### src/rtl/core/rrp_pkg.sv
// rrp_pkg: shared types, constants and helpers for the rounded rectangle path block
// no dependencies; used by the channel interfaces, the top level and the checker
package rrp_pkg;

  localparam int unsigned CoordW = 32;
  // widest exact sum is x + w - r +/- k, which needs a few guard bits
  localparam int unsigned SumW = 36;
  // circle constant 0.5522847498307936 as unsigned Q0.32
  localparam logic [31:0] KappaQ32 = 32'd2372044939;
  localparam logic [63:0] KappaRound = 64'h0000_0000_8000_0000;

  typedef logic signed [CoordW-1:0] coord_t;
  typedef logic signed [SumW-1:0]   sum_t;

  typedef enum logic [2:0] {
    CMD_MOVE   = 3'd0,
    CMD_LINE   = 3'd1,
    CMD_CURVE  = 3'd2,
    CMD_CLOSE  = 3'd3,
    CMD_REJECT = 3'd4
  } cmd_e;

  // raw rectangle request
  typedef struct packed {
    coord_t rect_x;
    coord_t rect_y;
    coord_t rect_width;
    coord_t rect_height;
    coord_t radius_x;
    coord_t radius_y;
    logic   radius_x_given;
    logic   radius_y_given;
  } rect_t;

  // after radius selection and clamping
  typedef struct packed {
    logic   rej;
    logic   plain;
    coord_t x;
    coord_t y;
    coord_t w;
    coord_t h;
    coord_t rx;
    coord_t ry;
  } shape_t;

  // edge coordinates and control offsets used by the command sequencer
  typedef struct packed {
    logic rej;
    logic plain;
    sum_t x;
    sum_t xr;
    sum_t xw;
    sum_t xwr;
    sum_t y;
    sum_t yr;
    sum_t yh;
    sum_t yhr;
    sum_t kx;
    sum_t ky;
  } edges_t;

  function automatic sum_t ext_coord(coord_t v);
    return sum_t'(v);
  endfunction

  function automatic coord_t sat_coord(sum_t v);
    coord_t r;
    if ((&v[SumW-1:CoordW-1]) || !(|v[SumW-1:CoordW-1])) begin
      r = v[CoordW-1:0];
    end else if (v[SumW-1]) begin
      r = {1'b1, {(CoordW-1){1'b0}}};
    end else begin
      r = {1'b0, {(CoordW-1){1'b1}}};
    end
    return r;
  endfunction

endpackage

### src/rtl/core/rrp_rect_if.sv
// rrp_rect_if: valid/ready channel that carries one rectangle request
// depends on rrp_pkg
interface rrp_rect_if;
  import rrp_pkg::*;

  logic   valid;
  logic   ready;
  coord_t rect_x;
  coord_t rect_y;
  coord_t rect_width;
  coord_t rect_height;
  coord_t radius_x;
  coord_t radius_y;
  logic   radius_x_given;
  logic   radius_y_given;

  modport source (
    output valid, rect_x, rect_y, rect_width, rect_height,
           radius_x, radius_y, radius_x_given, radius_y_given,
    input  ready
  );

  modport sink (
    input  valid, rect_x, rect_y, rect_width, rect_height,
           radius_x, radius_y, radius_x_given, radius_y_given,
    output ready
  );

endinterface

### src/rtl/core/rrp_path_if.sv
// rrp_path_if: valid/ready channel that carries one path command
// depends on rrp_pkg
interface rrp_path_if;
  import rrp_pkg::*;

  logic   valid;
  logic   ready;
  cmd_e   command;
  coord_t ctrl1_x;
  coord_t ctrl1_y;
  coord_t ctrl2_x;
  coord_t ctrl2_y;
  coord_t end_x;
  coord_t end_y;
  logic   last;

  modport source (
    output valid, command, ctrl1_x, ctrl1_y, ctrl2_x, ctrl2_y, end_x, end_y, last,
    input  ready
  );

  modport sink (
    input  valid, command, ctrl1_x, ctrl1_y, ctrl2_x, ctrl2_y, end_x, end_y, last,
    output ready
  );

endinterface

### src/rtl/core/rounded_rect_to_path.sv
// rounded_rect_to_path: throughput is one command per cycle while path_o is ready;
// a rounded rectangle gives 10 commands, a plain one 5, a rejected one 1. the
// single-command output register sets that rate; the three front stages keep the
// next rectangle moving while the current one is emitted.
// reset: asynchronous active low, empties every stage; no request is in flight after it.
// depends on rrp_pkg, rrp_rect_if, rrp_path_if
module rounded_rect_to_path (
  input  logic        clk_i,
  input  logic        rst_ni,
  rrp_rect_if.sink    rect_i,
  rrp_path_if.source  path_o
);
  import rrp_pkg::*;

  // stage 1: raw request
  logic   s1_v_q;
  rect_t  s1_q;
  // stage 2: selected and clamped radii
  logic   s2_v_q;
  shape_t s2_q, s2_d;
  // stage 3: sequencer holding edges and offsets
  logic   em_v_q;
  edges_t em_q, em_d;
  logic [3:0] step_q;
  // output register
  logic   o_v_q;
  cmd_e   o_cmd_q;
  coord_t o_c1x_q, o_c1y_q, o_c2x_q, o_c2y_q, o_ex_q, o_ey_q;
  logic   o_last_q;

  logic   o_free, em_emit, em_free, em_load, s2_free, s1_load, s2_load;

  cmd_e   cmd_d;
  coord_t c1x_d, c1y_d, c2x_d, c2y_d, ex_d, ey_d;
  logic   last_d;

  // ---------------- flow control ----------------
  assign o_free  = !o_v_q || path_o.ready;
  assign em_emit = em_v_q && o_free;
  assign em_free = !em_v_q || (em_emit && last_d);
  assign em_load = s2_v_q && em_free;
  assign s2_free = !s2_v_q || em_free;
  assign s2_load = s1_v_q && s2_free;
  assign s1_load = rect_i.valid && rect_i.ready;
  assign rect_i.ready = !s1_v_q || s2_free;

  // ---------------- stage 1 -> 2: radius select and clamp ----------------
  always_comb begin
    coord_t rx_sel, ry_sel, half_w, half_h, rx_c, ry_c;
    if (s1_q.radius_x_given) begin
      rx_sel = s1_q.radius_x;
    end else if (s1_q.radius_y_given) begin
      rx_sel = s1_q.radius_y;
    end else begin
      rx_sel = '0;
    end
    if (s1_q.radius_y_given) begin
      ry_sel = s1_q.radius_y;
    end else if (s1_q.radius_x_given) begin
      ry_sel = s1_q.radius_x;
    end else begin
      ry_sel = '0;
    end
    half_w = s1_q.rect_width >>> 1;
    half_h = s1_q.rect_height >>> 1;
    rx_c   = (rx_sel > half_w) ? half_w : rx_sel;
    ry_c   = (ry_sel > half_h) ? half_h : ry_sel;

    s2_d.rej   = (s1_q.rect_width <= 0) || (s1_q.rect_height <= 0);
    s2_d.plain = (rx_c <= 0) || (ry_c <= 0);
    s2_d.x     = s1_q.rect_x;
    s2_d.y     = s1_q.rect_y;
    s2_d.w     = s1_q.rect_width;
    s2_d.h     = s1_q.rect_height;
    // a plain rectangle runs with zero radii so its corners fall on the edges
    s2_d.rx    = s2_d.plain ? '0 : rx_c;
    s2_d.ry    = s2_d.plain ? '0 : ry_c;
  end

  // ---------------- stage 2 -> 3: kappa offsets and edge sums ----------------
  always_comb begin
    logic [63:0] kx_p, ky_p;
    sum_t x, y, w, h, rx, ry;
    x  = ext_coord(s2_q.x);
    y  = ext_coord(s2_q.y);
    w  = ext_coord(s2_q.w);
    h  = ext_coord(s2_q.h);
    rx = ext_coord(s2_q.rx);
    ry = ext_coord(s2_q.ry);
    // radii are non-negative and below 2^30 here
    kx_p = 64'(s2_q.rx[CoordW-2:0]) * 64'(KappaQ32) + KappaRound;
    ky_p = 64'(s2_q.ry[CoordW-2:0]) * 64'(KappaQ32) + KappaRound;

    em_d.rej   = s2_q.rej;
    em_d.plain = s2_q.plain;
    em_d.x     = x;
    em_d.xr    = x + rx;
    em_d.xw    = x + w;
    em_d.xwr   = x + w - rx;
    em_d.y     = y;
    em_d.yr    = y + ry;
    em_d.yh    = y + h;
    em_d.yhr   = y + h - ry;
    em_d.kx    = sum_t'(kx_p[63:32]);
    em_d.ky    = sum_t'(ky_p[63:32]);
  end

  // ---------------- stage 3: command sequencer ----------------
  always_comb begin
    sum_t xwrk, xrk, yrk, yhrk;
    xwrk = em_q.xwr + em_q.kx;
    xrk  = em_q.xr - em_q.kx;
    yrk  = em_q.yr - em_q.ky;
    yhrk = em_q.yhr + em_q.ky;
    cmd_d  = CMD_CLOSE;
    c1x_d  = '0;
    c1y_d  = '0;
    c2x_d  = '0;
    c2y_d  = '0;
    ex_d   = '0;
    ey_d   = '0;
    last_d = 1'b0;
    if (em_q.rej) begin
      cmd_d  = CMD_REJECT;
      last_d = 1'b1;
    end else if (em_q.plain) begin
      case (step_q)
        4'd0: begin
          cmd_d = CMD_MOVE;
          ex_d  = sat_coord(em_q.x);
          ey_d  = sat_coord(em_q.y);
        end
        4'd1: begin
          cmd_d = CMD_LINE;
          ex_d  = sat_coord(em_q.xw);
          ey_d  = sat_coord(em_q.y);
        end
        4'd2: begin
          cmd_d = CMD_LINE;
          ex_d  = sat_coord(em_q.xw);
          ey_d  = sat_coord(em_q.yh);
        end
        4'd3: begin
          cmd_d = CMD_LINE;
          ex_d  = sat_coord(em_q.x);
          ey_d  = sat_coord(em_q.yh);
        end
        default: begin
          cmd_d  = CMD_CLOSE;
          last_d = 1'b1;
        end
      endcase
    end else begin
      case (step_q)
        4'd0: begin
          cmd_d = CMD_MOVE;
          ex_d  = sat_coord(em_q.xr);
          ey_d  = sat_coord(em_q.y);
        end
        4'd1: begin
          cmd_d = CMD_LINE;
          ex_d  = sat_coord(em_q.xwr);
          ey_d  = sat_coord(em_q.y);
        end
        4'd2: begin
          cmd_d = CMD_CURVE;
          c1x_d = sat_coord(xwrk);
          c1y_d = sat_coord(em_q.y);
          c2x_d = sat_coord(em_q.xw);
          c2y_d = sat_coord(yrk);
          ex_d  = sat_coord(em_q.xw);
          ey_d  = sat_coord(em_q.yr);
        end
        4'd3: begin
          cmd_d = CMD_LINE;
          ex_d  = sat_coord(em_q.xw);
          ey_d  = sat_coord(em_q.yhr);
        end
        4'd4: begin
          cmd_d = CMD_CURVE;
          c1x_d = sat_coord(em_q.xw);
          c1y_d = sat_coord(yhrk);
          c2x_d = sat_coord(xwrk);
          c2y_d = sat_coord(em_q.yh);
          ex_d  = sat_coord(em_q.xwr);
          ey_d  = sat_coord(em_q.yh);
        end
        4'd5: begin
          cmd_d = CMD_LINE;
          ex_d  = sat_coord(em_q.xr);
          ey_d  = sat_coord(em_q.yh);
        end
        4'd6: begin
          cmd_d = CMD_CURVE;
          c1x_d = sat_coord(xrk);
          c1y_d = sat_coord(em_q.yh);
          c2x_d = sat_coord(em_q.x);
          c2y_d = sat_coord(yhrk);
          ex_d  = sat_coord(em_q.x);
          ey_d  = sat_coord(em_q.yhr);
        end
        4'd7: begin
          cmd_d = CMD_LINE;
          ex_d  = sat_coord(em_q.x);
          ey_d  = sat_coord(em_q.yr);
        end
        4'd8: begin
          cmd_d = CMD_CURVE;
          c1x_d = sat_coord(em_q.x);
          c1y_d = sat_coord(yrk);
          c2x_d = sat_coord(xrk);
          c2y_d = sat_coord(em_q.y);
          ex_d  = sat_coord(em_q.xr);
          ey_d  = sat_coord(em_q.y);
        end
        default: begin
          cmd_d  = CMD_CLOSE;
          last_d = 1'b1;
        end
      endcase
    end
  end

  // ---------------- control registers ----------------
  always_ff @(posedge clk_i or negedge rst_ni) begin
    if (!rst_ni) begin
      s1_v_q <= 1'b0;
      s2_v_q <= 1'b0;
      em_v_q <= 1'b0;
      step_q <= '0;
      o_v_q  <= 1'b0;
    end else begin
      s1_v_q <= s1_load || (s1_v_q && !s2_load);
      s2_v_q <= s2_load || (s2_v_q && !em_load);
      em_v_q <= em_load || (em_v_q && !(em_emit && last_d));
      if (em_load) begin
        step_q <= '0;
      end else if (em_emit) begin
        step_q <= step_q + 4'd1;
      end
      o_v_q  <= em_emit || (o_v_q && !path_o.ready);
    end
  end

  // ---------------- payload registers ----------------
  always_ff @(posedge clk_i) begin
    if (s1_load) begin
      s1_q.rect_x         <= rect_i.rect_x;
      s1_q.rect_y         <= rect_i.rect_y;
      s1_q.rect_width     <= rect_i.rect_width;
      s1_q.rect_height    <= rect_i.rect_height;
      s1_q.radius_x       <= rect_i.radius_x;
      s1_q.radius_y       <= rect_i.radius_y;
      s1_q.radius_x_given <= rect_i.radius_x_given;
      s1_q.radius_y_given <= rect_i.radius_y_given;
    end
    if (s2_load) begin
      s2_q <= s2_d;
    end
    if (em_load) begin
      em_q <= em_d;
    end
    if (em_emit) begin
      o_cmd_q  <= cmd_d;
      o_c1x_q  <= c1x_d;
      o_c1y_q  <= c1y_d;
      o_c2x_q  <= c2x_d;
      o_c2y_q  <= c2y_d;
      o_ex_q   <= ex_d;
      o_ey_q   <= ey_d;
      o_last_q <= last_d;
    end
  end

  assign path_o.valid   = o_v_q;
  assign path_o.command = o_cmd_q;
  assign path_o.ctrl1_x = o_c1x_q;
  assign path_o.ctrl1_y = o_c1y_q;
  assign path_o.ctrl2_x = o_c2x_q;
  assign path_o.ctrl2_y = o_c2y_q;
  assign path_o.end_x   = o_ex_q;
  assign path_o.end_y   = o_ey_q;
  assign path_o.last    = o_last_q;

endmodule

### src/flat_wrapper.sv
// flat-port wrapper written by rule: the top's interface ports become plain ports
module rounded_rect_to_path_flat import rrp_pkg::*;
  (clk_i, rst_ni, rect_i_valid, rect_i_rect_x, rect_i_rect_y, rect_i_rect_width, rect_i_rect_height, rect_i_radius_x, rect_i_radius_y, rect_i_radius_x_given, rect_i_radius_y_given, rect_i_ready, path_o_valid, path_o_command, path_o_ctrl1_x, path_o_ctrl1_y, path_o_ctrl2_x, path_o_ctrl2_y, path_o_end_x, path_o_end_y, path_o_last, path_o_ready);
  rrp_rect_if rect_i_i ();
  rrp_path_if path_o_i ();
  input  logic clk_i;
  input  logic rst_ni;
  input wire logic [$bits(rect_i_i.valid)-1:0] rect_i_valid;
  input wire logic [$bits(rect_i_i.rect_x)-1:0] rect_i_rect_x;
  input wire logic [$bits(rect_i_i.rect_y)-1:0] rect_i_rect_y;
  input wire logic [$bits(rect_i_i.rect_width)-1:0] rect_i_rect_width;
  input wire logic [$bits(rect_i_i.rect_height)-1:0] rect_i_rect_height;
  input wire logic [$bits(rect_i_i.radius_x)-1:0] rect_i_radius_x;
  input wire logic [$bits(rect_i_i.radius_y)-1:0] rect_i_radius_y;
  input wire logic [$bits(rect_i_i.radius_x_given)-1:0] rect_i_radius_x_given;
  input wire logic [$bits(rect_i_i.radius_y_given)-1:0] rect_i_radius_y_given;
  output wire logic [$bits(rect_i_i.ready)-1:0] rect_i_ready;
  output wire logic [$bits(path_o_i.valid)-1:0] path_o_valid;
  output wire logic [$bits(path_o_i.command)-1:0] path_o_command;
  output wire logic [$bits(path_o_i.ctrl1_x)-1:0] path_o_ctrl1_x;
  output wire logic [$bits(path_o_i.ctrl1_y)-1:0] path_o_ctrl1_y;
  output wire logic [$bits(path_o_i.ctrl2_x)-1:0] path_o_ctrl2_x;
  output wire logic [$bits(path_o_i.ctrl2_y)-1:0] path_o_ctrl2_y;
  output wire logic [$bits(path_o_i.end_x)-1:0] path_o_end_x;
  output wire logic [$bits(path_o_i.end_y)-1:0] path_o_end_y;
  output wire logic [$bits(path_o_i.last)-1:0] path_o_last;
  input wire logic [$bits(path_o_i.ready)-1:0] path_o_ready;
  assign rect_i_i.valid = rect_i_valid;
  assign rect_i_i.rect_x = rect_i_rect_x;
  assign rect_i_i.rect_y = rect_i_rect_y;
  assign rect_i_i.rect_width = rect_i_rect_width;
  assign rect_i_i.rect_height = rect_i_rect_height;
  assign rect_i_i.radius_x = rect_i_radius_x;
  assign rect_i_i.radius_y = rect_i_radius_y;
  assign rect_i_i.radius_x_given = rect_i_radius_x_given;
  assign rect_i_i.radius_y_given = rect_i_radius_y_given;
  assign rect_i_ready = rect_i_i.ready;
  assign path_o_valid = path_o_i.valid;
  assign path_o_command = path_o_i.command;
  assign path_o_ctrl1_x = path_o_i.ctrl1_x;
  assign path_o_ctrl1_y = path_o_i.ctrl1_y;
  assign path_o_ctrl2_x = path_o_i.ctrl2_x;
  assign path_o_ctrl2_y = path_o_i.ctrl2_y;
  assign path_o_end_x = path_o_i.end_x;
  assign path_o_end_y = path_o_i.end_y;
  assign path_o_last = path_o_i.last;
  assign path_o_i.ready = path_o_ready;
  rounded_rect_to_path u_core (.clk_i(clk_i), .rst_ni(rst_ni), .rect_i(rect_i_i), .path_o(path_o_i));
endmodule
### config.mk
export PLATFORM = sky130hd
export DESIGN_NAME = rounded_rect_to_path_flat
export DESIGN_NICKNAME = d
export VERILOG_FILES = /design/src/rtl/core/rrp_pkg.sv /design/src/rtl/core/rrp_rect_if.sv /design/src/rtl/core/rrp_path_if.sv /design/src/rtl/core/rounded_rect_to_path.sv /design/src/flat_wrapper.sv
export SDC_FILE = /design/constraint.sdc
export NUM_CORES = 2
export LEC_CHECK = 0
export BUFFER_PORTS_ARGS = -buffer_cell sky130_fd_sc_hd__buf_2
export CAP_MARGIN = 20
export CORE_MARGIN = 2
export CORE_UTILIZATION = 55
export DETAILED_ROUTE_END_ITERATION = 10
export PLACE_DENSITY_LB_ADDON = 0.12
export SYNTH_ARGS = -nofsm -noshare
export SYNTH_HDL_FRONTEND = slang
export SYNTH_SLANG_ARGS = --single-unit
### constraint.sdc
create_clock -name clk_i -period 22.5 [get_ports clk_i]
set_input_delay 4.5 -clock clk_i [delete_from_list [all_inputs] [get_ports clk_i]]
set_output_delay 4.5 -clock clk_i [all_outputs]
set_load 0.03 [all_outputs]
### Word-level counts from Yosys, hierarchy flattened

Index checks and enable logic that the tools add are counted.

* register bits: 932
* input bits: 198
* output and inout port bits: 198
* logic and storage cells: 213

* add/sub/neg operators: 13
* $mul: 2
* order comparisons: 6
* eq/ne operators: 8
* muxes and demuxes: 49
* reductions and logical operators: 94

Operators by type and width (count)
* $mux W32: 32
* $pmux W32 S4: 6
* $add A32 B32 Y33: 4
* $add A64 B32 Y64 const B: 2
* $le A32 B1 Y1 const B: 4
* $mul A31 B33 Y64 const B: 2
* $pmux W32 S2: 2
* $add A36 B33 Y36: 2
* $sub A36 B33 Y36: 2
* $sub A33 B32 Y34: 2
* $gt A32 B31 Y1: 2
* $reduce_and A5 Y1: 12
* $reduce_or A5 Y1: 12
* $logic_or A1 B1 Y1: 22
* $logic_not A1 Y1: 20
* $reduce_or A2 Y1: 10
* $eq A4 B3 Y1 const B: 4
* $reduce_or A4 Y1: 3
* $logic_and A1 B1 Y1: 9
* $reduce_or A3 Y1: 3
* $reduce_or A9 Y1: 1
* $eq A4 B2 Y1 const B: 2
* $mux W4: 2
* $pmux W2 S3: 1
* 8 further kinds: 11

### Logic depth before layout (Yosys ltp)

* depth in word-level cells: 12
* depth in mapped cells: 27
* mapped depth without buffers: 26

### Worst setup path after synthesis

OpenSTA, ideal clock, no wires.

* kind: input to register
* start: in path_o_ready
* end: reg u_core.em_q[0] (netlist name) (enable)
* setup time: 0.821 ns
* data arrival time: 13.889 ns
* data required time: 21.679 ns
* slack: 7.791 ns
* cell stages on the path: 5
* path buffers: 1
* cell sequence: nand2b_1 -> nand2_1 -> nand2_1 -> and2_1 -> clkbuf_1

* longest elaborated chain between the ends: 5

RTL lines
* from (decl): RTL line flat_wrapper.sv:27 `input wire logic [$bits(path_o_i.ready)-1:0] path_o_ready;`
* $logic_or A1 B1 Y1: RTL line rounded_rect_to_path.sv:38 `assign o_free = !o_v_q || path_o.ready;`
* $logic_and A1 B1 Y1: RTL line rounded_rect_to_path.sv:39 `assign em_emit = em_v_q && o_free;`
* $logic_and A1 B1 Y1: RTL line rounded_rect_to_path.sv:40 `assign em_free = !em_v_q || (em_emit && last_d);`
* $logic_or A1 B1 Y1: RTL line rounded_rect_to_path.sv:40
* $logic_and A1 B1 Y1: RTL line rounded_rect_to_path.sv:41 `assign em_load = s2_v_q && em_free;`
* via u_core.em_load: RTL line rounded_rect_to_path.sv:31 `logic o_free, em_emit, em_free, em_load, s2_free, s1_load, s2_load;`
* to (signal assigned): RTL line rounded_rect_to_path.sv:261 `em_q <= em_d;`
* to (decl): RTL line rounded_rect_to_path.sv:23 `edges_t em_q, em_d;`

The timed path passes the listed nets, and every way through them passes these cells.
A chain may end at the register's enable or synchronous reset.

### Worst setup path after layout

* start: in path_o_ready
* end: out rect_i_ready

* longest elaborated chain between the ends: 6

RTL lines
* $logic_or A1 B1 Y1: RTL line rounded_rect_to_path.sv:38
* $logic_and A1 B1 Y1: RTL line rounded_rect_to_path.sv:39
* $logic_and A1 B1 Y1: RTL line rounded_rect_to_path.sv:40
* $logic_or A1 B1 Y1: RTL line rounded_rect_to_path.sv:40
* $logic_or A1 B1 Y1: RTL line rounded_rect_to_path.sv:42 `assign s2_free = !s2_v_q || em_free;`
* $logic_or A1 B1 Y1: RTL line rounded_rect_to_path.sv:45 `assign rect_i.ready = !s1_v_q || s2_free;`
* to (decl): RTL line flat_wrapper.sv:17 `output wire logic [$bits(rect_i_i.ready)-1:0] rect_i_ready;`

Every way passes these cells.

==> run_summary.xml <==
<?xml version="1.0" encoding="UTF-8"?>
<metrics>
  <group name="clock_network">
    <metric name="clock_sink_count" unit="">922</metric>
    <metric name="cts_buffers" unit="">98</metric>
    <metric name="cts.repair.resized" unit="">0</metric>
    <metric name="cts_max_level" unit="">3</metric>
    <metric name="cts_tree" unit="">yes</metric>
    <metric name="cts.reportedPaths.clkPinSlew" unit="ps">90</metric>
    <metric name="clock_path_buffers" unit="">3</metric>
    <metric name="ctsHoldBuffers" unit="">0</metric>
    <metric name="clock_insertion_delay_worst_skew" unit="ps">760</metric>
    <metric name="cts_root_buf" unit="">sky130_fd_sc_hd__clkbuf_16</metric>
    <metric name="postCtsSetupRepairBufs" unit="">0</metric>
  </group>
  <group name="worst_setup_path">
    <metric name="crit_path_from" unit="">path_o_ready</metric>
    <metric name="critical_path.endpoint_type" unit="">output port</metric>
    <metric name="timing.critical_path.from_type" unit="">input port</metric>
    <metric name="crit-reg2reg-capture" unit="">u_core.em_q[67]</metric>
    <metric name="crit-reg2reg-launch" unit="">u_core.s2_q[34]</metric>
    <metric name="reg2reg_depth" unit="">26</metric>
    <metric name="critical_path.endpoint" unit="">rect_i_ready</metric>
    <metric name="worstPathRequired" unit="ps">18000</metric>
    <metric name="worst-endpoint-arrival" unit="ps">5320</metric>
    <metric name="setup.worst_path.class" unit="">input port to output port</metric>
    <metric name="critical_path.max_fanout" unit="">3</metric>
    <metric name="ff2ff_setup_slack" unit="ps">13670</metric>
  </group>
  <group name="timing">
    <metric name="fin_crit_sh" unit="%">43.7</metric>
    <metric name="total_negative_setup_slack" unit="ps">0</metric>
    <metric name="slew-limit-headroom" unit="%">21.5</metric>
    <metric name="finalSetupViolCount" unit="">0</metric>
    <metric name="layout_min_cycle_time" unit="ps">9820</metric>
    <metric name="clock_skew" unit="ps">52.8</metric>
    <metric name="finalMaxSlewViolations" unit="">0</metric>
    <metric name="fmaxAchievable" unit="MHz">102</metric>
    <metric name="rsz0062_at_grt" unit="">no</metric>
    <metric name="hold_viol_final" unit="">0</metric>
    <metric name="worst_slew_pin_slew" unit="ps">1170</metric>
  </group>
  <group name="grt">
    <metric name="grt_overflow_total" unit="">0</metric>
    <metric name="pin_count_of_the_biggest_net_entering_global_routing" unit="">168</metric>
    <metric name="grt_antenna_before_repair" unit="">11</metric>
    <metric name="grt_pass1_wl" unit="µm">412000</metric>
    <metric name="grt_util_all_layers" unit="%">36.9</metric>
    <metric name="grt_pass1_vias" unit="">61498</metric>
  </group>
  <group name="floorplan">
    <metric name="chipWidth" unit="µm">391</metric>
    <metric name="ioPinCount" unit="">396</metric>
    <metric name="initial_util" unit="%">55.2</metric>
    <metric name="die-height" unit="µm">391</metric>
    <metric name="fp.dieArea" unit="µm²">153000</metric>
    <metric name="core_area" unit="µm²">149000</metric>
    <metric name="placement_rows" unit="">142</metric>
  </group>
  <group name="final_layout">
    <metric name="final_core_utilization" unit="%">60.3</metric>
    <metric name="final_layout_size_suffix_gt1_share" unit="%">8.46</metric>
    <metric name="synth_to_layout_area_growth" unit="%">9.25</metric>
    <metric name="num-nets-final" unit="">10288</metric>
  </group>
  <group name="route">
    <metric name="route.detailed.wl_per_inst" unit="µm">27.5</metric>
    <metric name="drt-vias-per-instance" unit="">6.26</metric>
    <metric name="drt_pre_antenna_iters" unit="">10</metric>
    <metric name="detail_route.drc_violations" unit="">0</metric>
    <metric name="postRouteAntennaNets" unit="">0</metric>
    <metric name="wl" unit="µm">285000</metric>
    <metric name="detailedRoute.firstIterationViolations" unit="">8241</metric>
    <metric name="num_vias" unit="">64966</metric>
  </group>
  <group name="run_status">
    <metric name="run_status" unit="">finished, final reports clean</metric>
  </group>
  <group name="yosys">
    <metric name="yosys.cell_count.top_type" unit="">sky130_fd_sc_hd__inv_1</metric>
    <metric name="synth_largest_area_cell" unit="">sky130_fd_sc_hd__edfxtp_1</metric>
    <metric name="synth-main-ff-cell" unit="">sky130_fd_sc_hd__edfxtp_1</metric>
    <metric name="synth_adder_area_share" unit="%">31.7</metric>
    <metric name="synth.area.mux_share" unit="%">0.0866</metric>
    <metric name="combinational_family_with_the_most_area_after_synthesis" unit="">adder cells</metric>
    <metric name="postSynthRegisterBits" unit="">922</metric>
    <metric name="number_of_enable_type_register_cells_in_the_synthesized_netlist" unit="">914</metric>
    <metric name="synth.cells.most_frequent" unit="">sky130_fd_sc_hd__inv_1, sky130_fd_sc_hd__ha_1, sky130_fd_sc_hd__edfxtp_1, sky130_fd_sc_hd__a21oi_1, sky130_fd_sc_hd__fa_1</metric>
    <metric name="postSynthCellCount" unit="">8003</metric>
    <metric name="async_flop_share" unit="%">0.868</metric>
    <metric name="synth_compound_area_share" unit="%">16.9</metric>
    <metric name="mappedNetlistArea" unit="µm²">82400</metric>
    <metric name="synthTopCellsByArea" unit="">sky130_fd_sc_hd__edfxtp_1, sky130_fd_sc_hd__ha_1, sky130_fd_sc_hd__fa_1, sky130_fd_sc_hd__inv_1, sky130_fd_sc_hd__a21oi_1</metric>
    <metric name="synthesis.yosys.warnings" unit="">0</metric>
    <metric name="synth_simple_gate_area_share" unit="%">7.39</metric>
    <metric name="synth.lib_cells_used.distinct" unit="">89</metric>
    <metric name="synth.avg_cell_area" unit="µm²">10.3</metric>
    <metric name="fraction_of_synthesized_cell_area_in_xor_and_xnor_cells" unit="%">3.56</metric>
    <metric name="register_area_share_after_synthesis" unit="%">33.6</metric>
    <metric name="synth_top_area_share" unit="%">33.3</metric>
  </group>
  <group name="hold_path">
    <metric name="hold_path.class" unit="">flip-flop to flip-flop</metric>
  </group>
  <group name="run">
    <metric name="number_of_violations_of_the_max_capacitance_limit" unit="">0</metric>
  </group>
  <group name="placement">
    <metric name="portBuffers" unit="">395</metric>
    <metric name="final_weighted_congestion_of_routability_driven_global_placement" unit="">1.02</metric>
    <metric name="hpwl" unit="µm">234000</metric>
  </group>
</metrics>
## layer usage
metal  routed length, µm  global-route usage [%]  up-vias
met5                  13                       0        -
li1                    -                       -    29155
met4                9550                    11.4        2
met2              114000                    51.3     3742
met1              128000                    56.9    31639
met3               33200                    8.22      428
## placed cells by master (no fill, tap or decap), types with 77 or more instances in the layout
cell                           n
sky130_fd_sc_hd__inv_1      1259
sky130_fd_sc_hd__ha_1       1184
sky130_fd_sc_hd__edfxtp_1    914
sky130_fd_sc_hd__a21oi_1     594
sky130_fd_sc_hd__fa_1        564
sky130_fd_sc_hd__o21ai_0     479
sky130_fd_sc_hd__nor2_1      413
sky130_fd_sc_hd__buf_2       395
sky130_fd_sc_hd__nand2_1     388
sky130_fd_sc_hd__a21o_1      232
sky130_fd_sc_hd__xnor2_1     226
sky130_fd_sc_hd__o21ai_1     116
sky130_fd_sc_hd__xor2_1      109
sky130_fd_sc_hd__clkbuf_16    99
sky130_fd_sc_hd__a211oi_1     85
sky130_fd_sc_hd__a22oi_1      79
sky130_fd_sc_hd__nand3_1      77
## metrics by stage
step | hold slack, ps | setup WS [ps] | instance area, µm² | std cells
after floorplan | 400 | 7790 | 82400 | 8004
after detailed placement | 405 | 12680 | 86600 | 10184
final | 412 | 12680 | 90000 | 10373
after global routing | 416 | 12570 | 90000 | 10370
after CTS | 414 | 12670 | 90000 | 10368
after global placement | 402 | 12700 | 86600 | 10184
## flip-flops by register name, indices dropped and copies added (netlist names), 66 cells and up
register / count
u_core.s1_q: 194
u_core.em_d: 66
u_core.em_q: 330
u_core.s2_q: 128
## area by class of cell
type	count	area (µm²)
inverter	1259	4730
antenna	3	7.51
clock buffer	112	2530
clock inverter	72	805
sequential	922	27600
fill	12583	59200
multi-input combinational	5594	49300
tap	1944	2430
timing repair buffer	467	2560
## worst min path at each step
stage,from,to,slack [ps],cells after the start
after global placement,u_core.s1_q[161],u_core.em_d[211],400,0
after floorplan,u_core.s1_q[130],u_core.em_d[180],400,0
after global routing,u_core.s1_q[133],u_core.em_d[183],420,0
after detailed placement,u_core.s1_q[151],u_core.em_d[201],400,0
after CTS,u_core.s1_q[133],u_core.em_d[183],410,0
final,u_core.s1_q[133],u_core.em_d[183],410,0
## logic make-up (layout without fill, tap and decap cells)
| family | Yosys count | count (layout) |
|---|---|---|
| DFF | 922 | 922 |
| muxes | 7 | 7 |
| xor gates and xnor gates | 335 | 335 |
| other | 1 | 5 |
| AOI/OAI and AO/OA | 2188 | 2188 |
| buffers and inverters | 1488 | 1910 |
| and+or+nand+nor | 1314 | 1314 |
| adders and majority gates | 1748 | 1748 |
## worst max-delay path: stages
cell	delay (ps)
sky130_fd_sc_hd__buf_2	90
sky130_fd_sc_hd__nand2b_1	170
sky130_fd_sc_hd__nand2_1	80
sky130_fd_sc_hd__nand2_1	80
sky130_fd_sc_hd__inv_1	80
sky130_fd_sc_hd__nand3_1	120
sky130_fd_sc_hd__buf_2	200
Power is left out: the tool's default activity adds up to more than one toggle a clock period on the data nets, which glitch-free logic cannot reach.
